`src/hw/rtl/mlsc_pkg.sv`:
```
// Package for the majority-clocked LFSR stream cipher.
// Holds register widths, tap positions, key split and the state type.
package mlsc_pkg;

    localparam int unsigned KeyW   = 64;
    localparam int unsigned XW     = 19;
    localparam int unsigned YW     = 22;
    localparam int unsigned ZW     = 23;
    localparam int unsigned YKeyOfs = XW;
    localparam int unsigned ZKeyOfs = XW + YW;

    // Clock bits used for the majority vote.
    localparam int unsigned XClk = 8;
    localparam int unsigned YClk = 10;
    localparam int unsigned ZClk = 10;

    typedef logic [KeyW-1:0] t_key;

    typedef struct packed {
        logic [XW-1:0] x;
        logic [YW-1:0] y;
        logic [ZW-1:0] z;
    } t_lfsr_state;

    function automatic logic [XW-1:0] shift_x(input logic [XW-1:0] r);
        logic fb;
        fb = r[13] ^ r[16] ^ r[17] ^ r[18];
        return {r[XW-2:0], fb};
    endfunction

    function automatic logic [YW-1:0] shift_y(input logic [YW-1:0] r);
        logic fb;
        fb = r[20] ^ r[21];
        return {r[YW-2:0], fb};
    endfunction

    function automatic logic [ZW-1:0] shift_z(input logic [ZW-1:0] r);
        logic fb;
        fb = r[7] ^ r[20] ^ r[21] ^ r[22];
        return {r[ZW-2:0], fb};
    endfunction

endpackage

```
`src/hw/rtl/mlsc_step.sv`:
```
// One keystream step: optional reload from the key, majority clocking,
// and the output bit. Purely combinational; depends on mlsc_pkg.
module mlsc_step (
    input  mlsc_pkg::t_lfsr_state i_state,
    input  mlsc_pkg::t_key        i_key,
    input  logic                  i_data_bit,
    input  logic                  i_first_of_message,
    output mlsc_pkg::t_lfsr_state o_state,
    output logic                  o_out_bit
);
    import mlsc_pkg::*;

    t_lfsr_state cur;
    logic        cx, cy, cz, maj;

    always_comb begin
        if (i_first_of_message) begin
            cur.x = i_key[XW-1:0];
            cur.y = i_key[YKeyOfs +: YW];
            cur.z = i_key[ZKeyOfs +: ZW];
        end else begin
            cur = i_state;
        end

        cx  = cur.x[XClk];
        cy  = cur.y[YClk];
        cz  = cur.z[ZClk];
        maj = (cx & cy) | (cx & cz) | (cy & cz);

        o_state.x = (cx == maj) ? shift_x(cur.x) : cur.x;
        o_state.y = (cy == maj) ? shift_y(cur.y) : cur.y;
        o_state.z = (cz == maj) ? shift_z(cur.z) : cur.z;

        // Keystream is taken from the registers after clocking.
        o_out_bit = o_state.x[XW-1] ^ o_state.y[YW-1] ^ o_state.z[ZW-1] ^ i_data_bit;
    end

endmodule

```
`src/hw/rtl/majority_clocked_lfsr_stream_cipher.sv`:
```
// Each input transaction passes through the input register and then the result register.
// Throughput: one bit per cycle while the output side does not stall; the LFSR step is a single combinational pass.
// The input side stalls only while a result is held and the output side stalls.
// Reset (i_rst_n low, synchronous) clears the key, all three LFSRs and both valid flags.
// Key writes are always ready and take effect at the next first-of-message bit.
module majority_clocked_lfsr_stream_cipher (
    input  logic                i_clk,
    input  logic                i_rst_n,
    input  logic                i_cfg_valid,
    output logic                o_cfg_ready,
    input  mlsc_pkg::t_key      i_cipher_key,
    input  logic                i_in_valid,
    output logic                o_in_stall,
    input  logic                i_data_bit,
    input  logic                i_first_of_message,
    output logic                o_out_valid,
    input  logic                i_out_stall,
    output logic                o_out_bit
);
    import mlsc_pkg::*;

    t_key        r_key;
    t_lfsr_state r_state, n_state;
    logic        r_in_valid, r_data, r_first;
    logic        r_out_valid, r_out_bit, n_out_bit;
    logic        out_free, fire, in_accept;

    assign o_cfg_ready = 1'b1;
    assign out_free    = !r_out_valid || !i_out_stall;
    assign fire        = r_in_valid && out_free;
    assign o_in_stall  = r_in_valid && !out_free;
    assign in_accept   = i_in_valid && !o_in_stall;

    mlsc_step u_step (
        .i_state            (r_state),
        .i_key              (r_key),
        .i_data_bit         (r_data),
        .i_first_of_message (r_first),
        .o_state            (n_state),
        .o_out_bit          (n_out_bit)
    );

    always_ff @(posedge i_clk) begin
        if (!i_rst_n) begin
            r_key       <= '0;
            r_state     <= '0;
            r_in_valid  <= 1'b0;
            r_out_valid <= 1'b0;
        end else begin
            if (i_cfg_valid) begin
                r_key <= i_cipher_key;
            end
            if (fire) begin
                r_state <= n_state;
            end
            if (in_accept) begin
                r_in_valid <= 1'b1;
            end else if (fire) begin
                r_in_valid <= 1'b0;
            end
            if (fire) begin
                r_out_valid <= 1'b1;
            end else if (!i_out_stall) begin
                r_out_valid <= 1'b0;
            end
        end
    end

    // Payload registers carry no reset.
    always_ff @(posedge i_clk) begin
        if (in_accept) begin
            r_data  <= i_data_bit;
            r_first <= i_first_of_message;
        end
        if (fire) begin
            r_out_bit <= n_out_bit;
        end
    end

    assign o_out_valid = r_out_valid;
    assign o_out_bit   = r_out_bit;

endmodule

```
`config.mk`:
```
export PLATFORM = sky130hd
export DESIGN_NAME = majority_clocked_lfsr_stream_cipher
export DESIGN_NICKNAME = d
export VERILOG_FILES = /design/src/hw/rtl/mlsc_pkg.sv /design/src/hw/rtl/mlsc_step.sv /design/src/hw/rtl/majority_clocked_lfsr_stream_cipher.sv
export SDC_FILE = /design/constraint.sdc
export NUM_CORES = 1
export LEC_CHECK = 0
export BUFFER_PORTS_ARGS = -buffer_cell sky130_fd_sc_hd__buf_2
export CAP_MARGIN = 20
export CORE_MARGIN = 5
export CORE_UTILIZATION = 40
export CTS_CLUSTER_DIAMETER = 80
export DETAILED_ROUTE_END_ITERATION = 12
export SYNTH_ARGS = -nofsm -noshare
export SYNTH_HDL_FRONTEND = slang
export SYNTH_SLANG_ARGS = --single-unit
```
`constraint.sdc`:
```
create_clock -name i_clk -period 5.8 [get_ports i_clk]
set_input_delay 0.29 -clock i_clk [delete_from_list [all_inputs] [get_ports i_clk]]
set_output_delay 0.29 -clock i_clk [all_outputs]
set_load 0.005 [all_outputs]
```
==> summary.md <==
| Metric | Value |
|---|---|
| Count of antenna diodes in the layout | `0` |
| Hold bufs inserted after CTS | `0` |
| Top Ports | `75` |
| Setup crit start kind | `register` |
| Critical register-to-register path startpoint | `r_first` |
| Clock Sinks | `~130` |
| Post-route clock skew | `0.0114 ns` |
| Die span in y | `between 100 and 150 um` |
| WHS | `0.0429 ns` |
| Share of power burned in combinational logic | `between 10% and 20%` |
| Floorplan Core Area | `roughly 0.017 mm2` |
| Die area | `around 0.02 mm2` |
| Top cells by area in the synthesized netlist | `dfxtp_1, mux2i_1, nor2b_1` |
| Iteration-0 DRC Markers | `around 180` |
| P per Cell Area | `approximately 300 mW/mm2` |
| Number of enable flip-flop cells after synthesis | `3` |
| Dominant register cell in the synthesized netlist | `dfxtp_1` |
| Layout cell share with drive strength beyond 1 | `between 10% and 20%` |
| Met1 usage | `18.2%` |
| Clock tree root buffer cell | `clkbuf_16` |
| Peak supply drop | `between 200 and 250 uV` |
| Most used standard cells in the synthesized netlist | `mux2i_1, dfxtp_1, nor2b_1, nand2_1, clkbuf_1` |
| Layout filler cell count | `between 1.5k and 2k` |
| Number of register bits inferred by synthesis | `about 130` |
| Routed WL per cell | `15.0 um` |
| Final Core Density | `between 40 and 50%` |
| Net switching component of the power | `approximately 0.56 mW` |
| DR vias/cell | `4.93` |
| Launch point of the critical path | `r_first` |
| Total congestion overflow | `0` |
| Hold Crit Start | `i_data_bit` |
| Count of mapped cells out of synthesis | `651` |
| Internal Dissipation | `1.82 mW` |
| Sequential share of the synthesized area | `between 30% and 40%` |
| Horizontal extent of the die | `140 um` |
| Final setup margin | `~2.4 ns` |
| Data arrival time of the critical path | `about 3.6 ns` |
| Area of the mapped netlist | `roughly 0.0068 mm2` |
| Routed Wire Length | `14100 um` |
| Largest fanout on the critical path | `16` |
| Met2 Usage GRT | `between 20% and 30%` |
| Gp weighted congestion | `about 0.75` |
| Met3 track utilization from global routing | `between 4 and 5%` |
| Storage cell area | `0.00269 mm2` |
| Proportion of synthesized flip-flops having asynchronous set or reset | `0%` |
| H-Tree Depth | `4` |
| Buffers inserted by post-CTS timing repair | `0` |
| Dominant cell type by area after synthesis | `dfxtp_1` |
| Clock Tree Buf Depth | `2` |
| Number of nets in the finished design | `between 700 and 800` |
| Largest net degree at the start of global routing | `about 130` |
| Hold path cells | `1` |
| Final-layout setup total negative slack | `0 ns` |
| Pre-Repair DR Iteration Count | `4` |
| Shortest clock period the worst path allows after layout | `between 3 and 4 ns` |
| Vias in the first global route | `around 4.6k` |
| Remaining number of nets flagged by the antenna check after routing | `0` |
| FF-to-FF path depth | `7` |
| Reported max-cap violation count | `0` |
| Antenna violations before repair | `0` |
| Most frequent cell after synthesis | `mux2i_1` |
| Share of total power in sequential cells | `around two fifths` |
| Worst slew margin relative to its limit | `roughly 30%` |
| Combined area of the multi-input logic cells | `between 0.003 and 0.004 mm2` |
| Count of unique library cells instantiated by Yosys | `48` |
| Area added between synthesis and finish | `16.5%` |
| Fin. Hold Viols | `0` |
| Switching share of total power | `between 20% and 30%` |
| Number of vias in the routed layout | `approximately 4.6k` |
| Synth top area share | `38.5%` |
| Overall routing resource usage | `between 10 and 15%` |
| Site row count | `47` |
| Clock network fraction of total power | `a little under half` |
| Cts bufs inserted | `17` |
| Worst path required time | `5.97 ns` |
| Status | `finished clean` |
| I/O Buffers | `73` |
| Starting Density | `around two fifths` |
| CTS resizes | `0` |
| Path category of the worst min-delay check | `in2reg` |
| Count of final max-slew check failures | `0` |
| Top achievable clock speed | `0.296 GHz` |
| Wire length of the first global-routing pass | `23200 um` |
| Worst slack, placed | `2.44 ns` |
| Tcrit/Tclk final | `between 50% and 60%` |
| Number of warnings reported in the yosys synthesis log | `0` |
| Clock input transition at the sequential cells of the worst setup and hold paths | `0.06 ns` |
| Mapped Nets | `between 700 and 800` |
| Leakage power | `roughly 3.5 nW` |
| Final Setup Violations | `0` |
| TritonCTS clock tree | `done` |
| Grt peak-use layer | `met2` |
| Actual slew at the worst max-slew pin | `between 1 and 1.5 ns` |
| Final HPWL DP | `9250 um` |
| Mean instance size in the synthesized netlist | `10.4 um2` |
| Count of unresolved DRC violations after routing | `0` |
| Class of the most critical setup path | `reg2reg` |
| RSZ-0062 raised after global routing | `false` |
| Crit. End Element | `register` |
| Clock insertion delay at the later pin of the skew report | `between 0.4 and 0.5 ns` |
[metal layers]
layer	wire length (um)	part of all wire, %	vias up
li1	-	-	2382
met1	6660	47	2152
met2	6630	47	82
met3	621	4.4	11
met4	168	1.2	0
met5	0	0	-
[cell type report]
cell class | count | share of cell area (%)
Clock buffer | 19 | 5.63
Sequential cell | 133 | 34.2
Timing Repair Buffer | 83 | 5.79
Tap cell | 220 | 3.50
Clock inverter | 13 | 2.29
Multi-Input combinational cell | 468 | 48.4
Inverter | 3 | 0.143
[cells by family (layout without fill, tap and decap cells)]
kind of cell	after synthesis	count (layout)	synth area share, %
buffers and inverters	50	118	3.74
AO/OA/AOI/OAI	61	61	6.02
AND/OR/NAND/NOR	168	168	14.2
XOR/XNOR	14	14	1.93
other	1	1	0.0555
flip-flops	133	133	39.9
multiplexers	224	224	34.2
[power groups by stage]
stage | clock network (mW) | logic [mW] | registers, mW
2_1_floorplan | 0 | 0.207 | 0.994
3_3_place_gp | 0 | 0.252 | 1.01
3_5_place_dp | 0 | 0.261 | 1.01
4_1_cts | 1.16 | 0.261 | 0.989
5_1_grt | 1.20 | 0.285 | 0.993
6_report | 1.13 | 0.259 | 0.989
[through the flow]
| step | total power [mW] | cell area (um2) | instances |
|---|---|---|---|
| 4_1_cts | 2.41 | 7840 | 938 |
| 5_1_grt | 2.48 | 7860 | 939 |
| 3_5_place_dp | 1.27 | 7220 | 906 |
| 2_1_floorplan | 1.20 | 6750 | 651 |
| 3_3_place_gp | 1.26 | 7220 | 906 |
| 6_report | 2.38 | 7860 | 939 |
[path summary, 6_finish.rpt]
| kind | endpoint | slack, ns |
|---|---|---|
| worst max-delay path | o_out_bit | 2.43 |
| worst min register to register | r_state[24] | 0.45 |
| worst min-delay path | r_data | 0.04 |
| worst max register to register | o_out_bit | 2.43 |
[state kept, by name (all words and copies together), names as in the netlist]
signal,count
r_in_valid,1
r_key,64
o_out_valid,1
o_out_bit,1
r_state,64
r_data,1
r_first,1
[worst max-delay path, cell delays in order, from the launching register on]
cell	delay [ns]
edfxtp_1	0.96
mux2i_4	0.59
nor2_2	0.12
a2bb2oi_2	0.60
buf_4	0.35
mux2i_4	0.29
xnor2_2	0.10
xnor2_1	0.12
[layout by cell type (no fill, tap or decap), types with 8 or more instances in the layout]
master,n
a21boi_1,13
a21oi_1,15
buf_2,72
buf_4,10
clkbuf_16,17
dfxtp_1,130
mux2i_1,211
nand2_1,38
nor2b_1,111
o21ai_0,8
(Power assumes the default switching activity.)
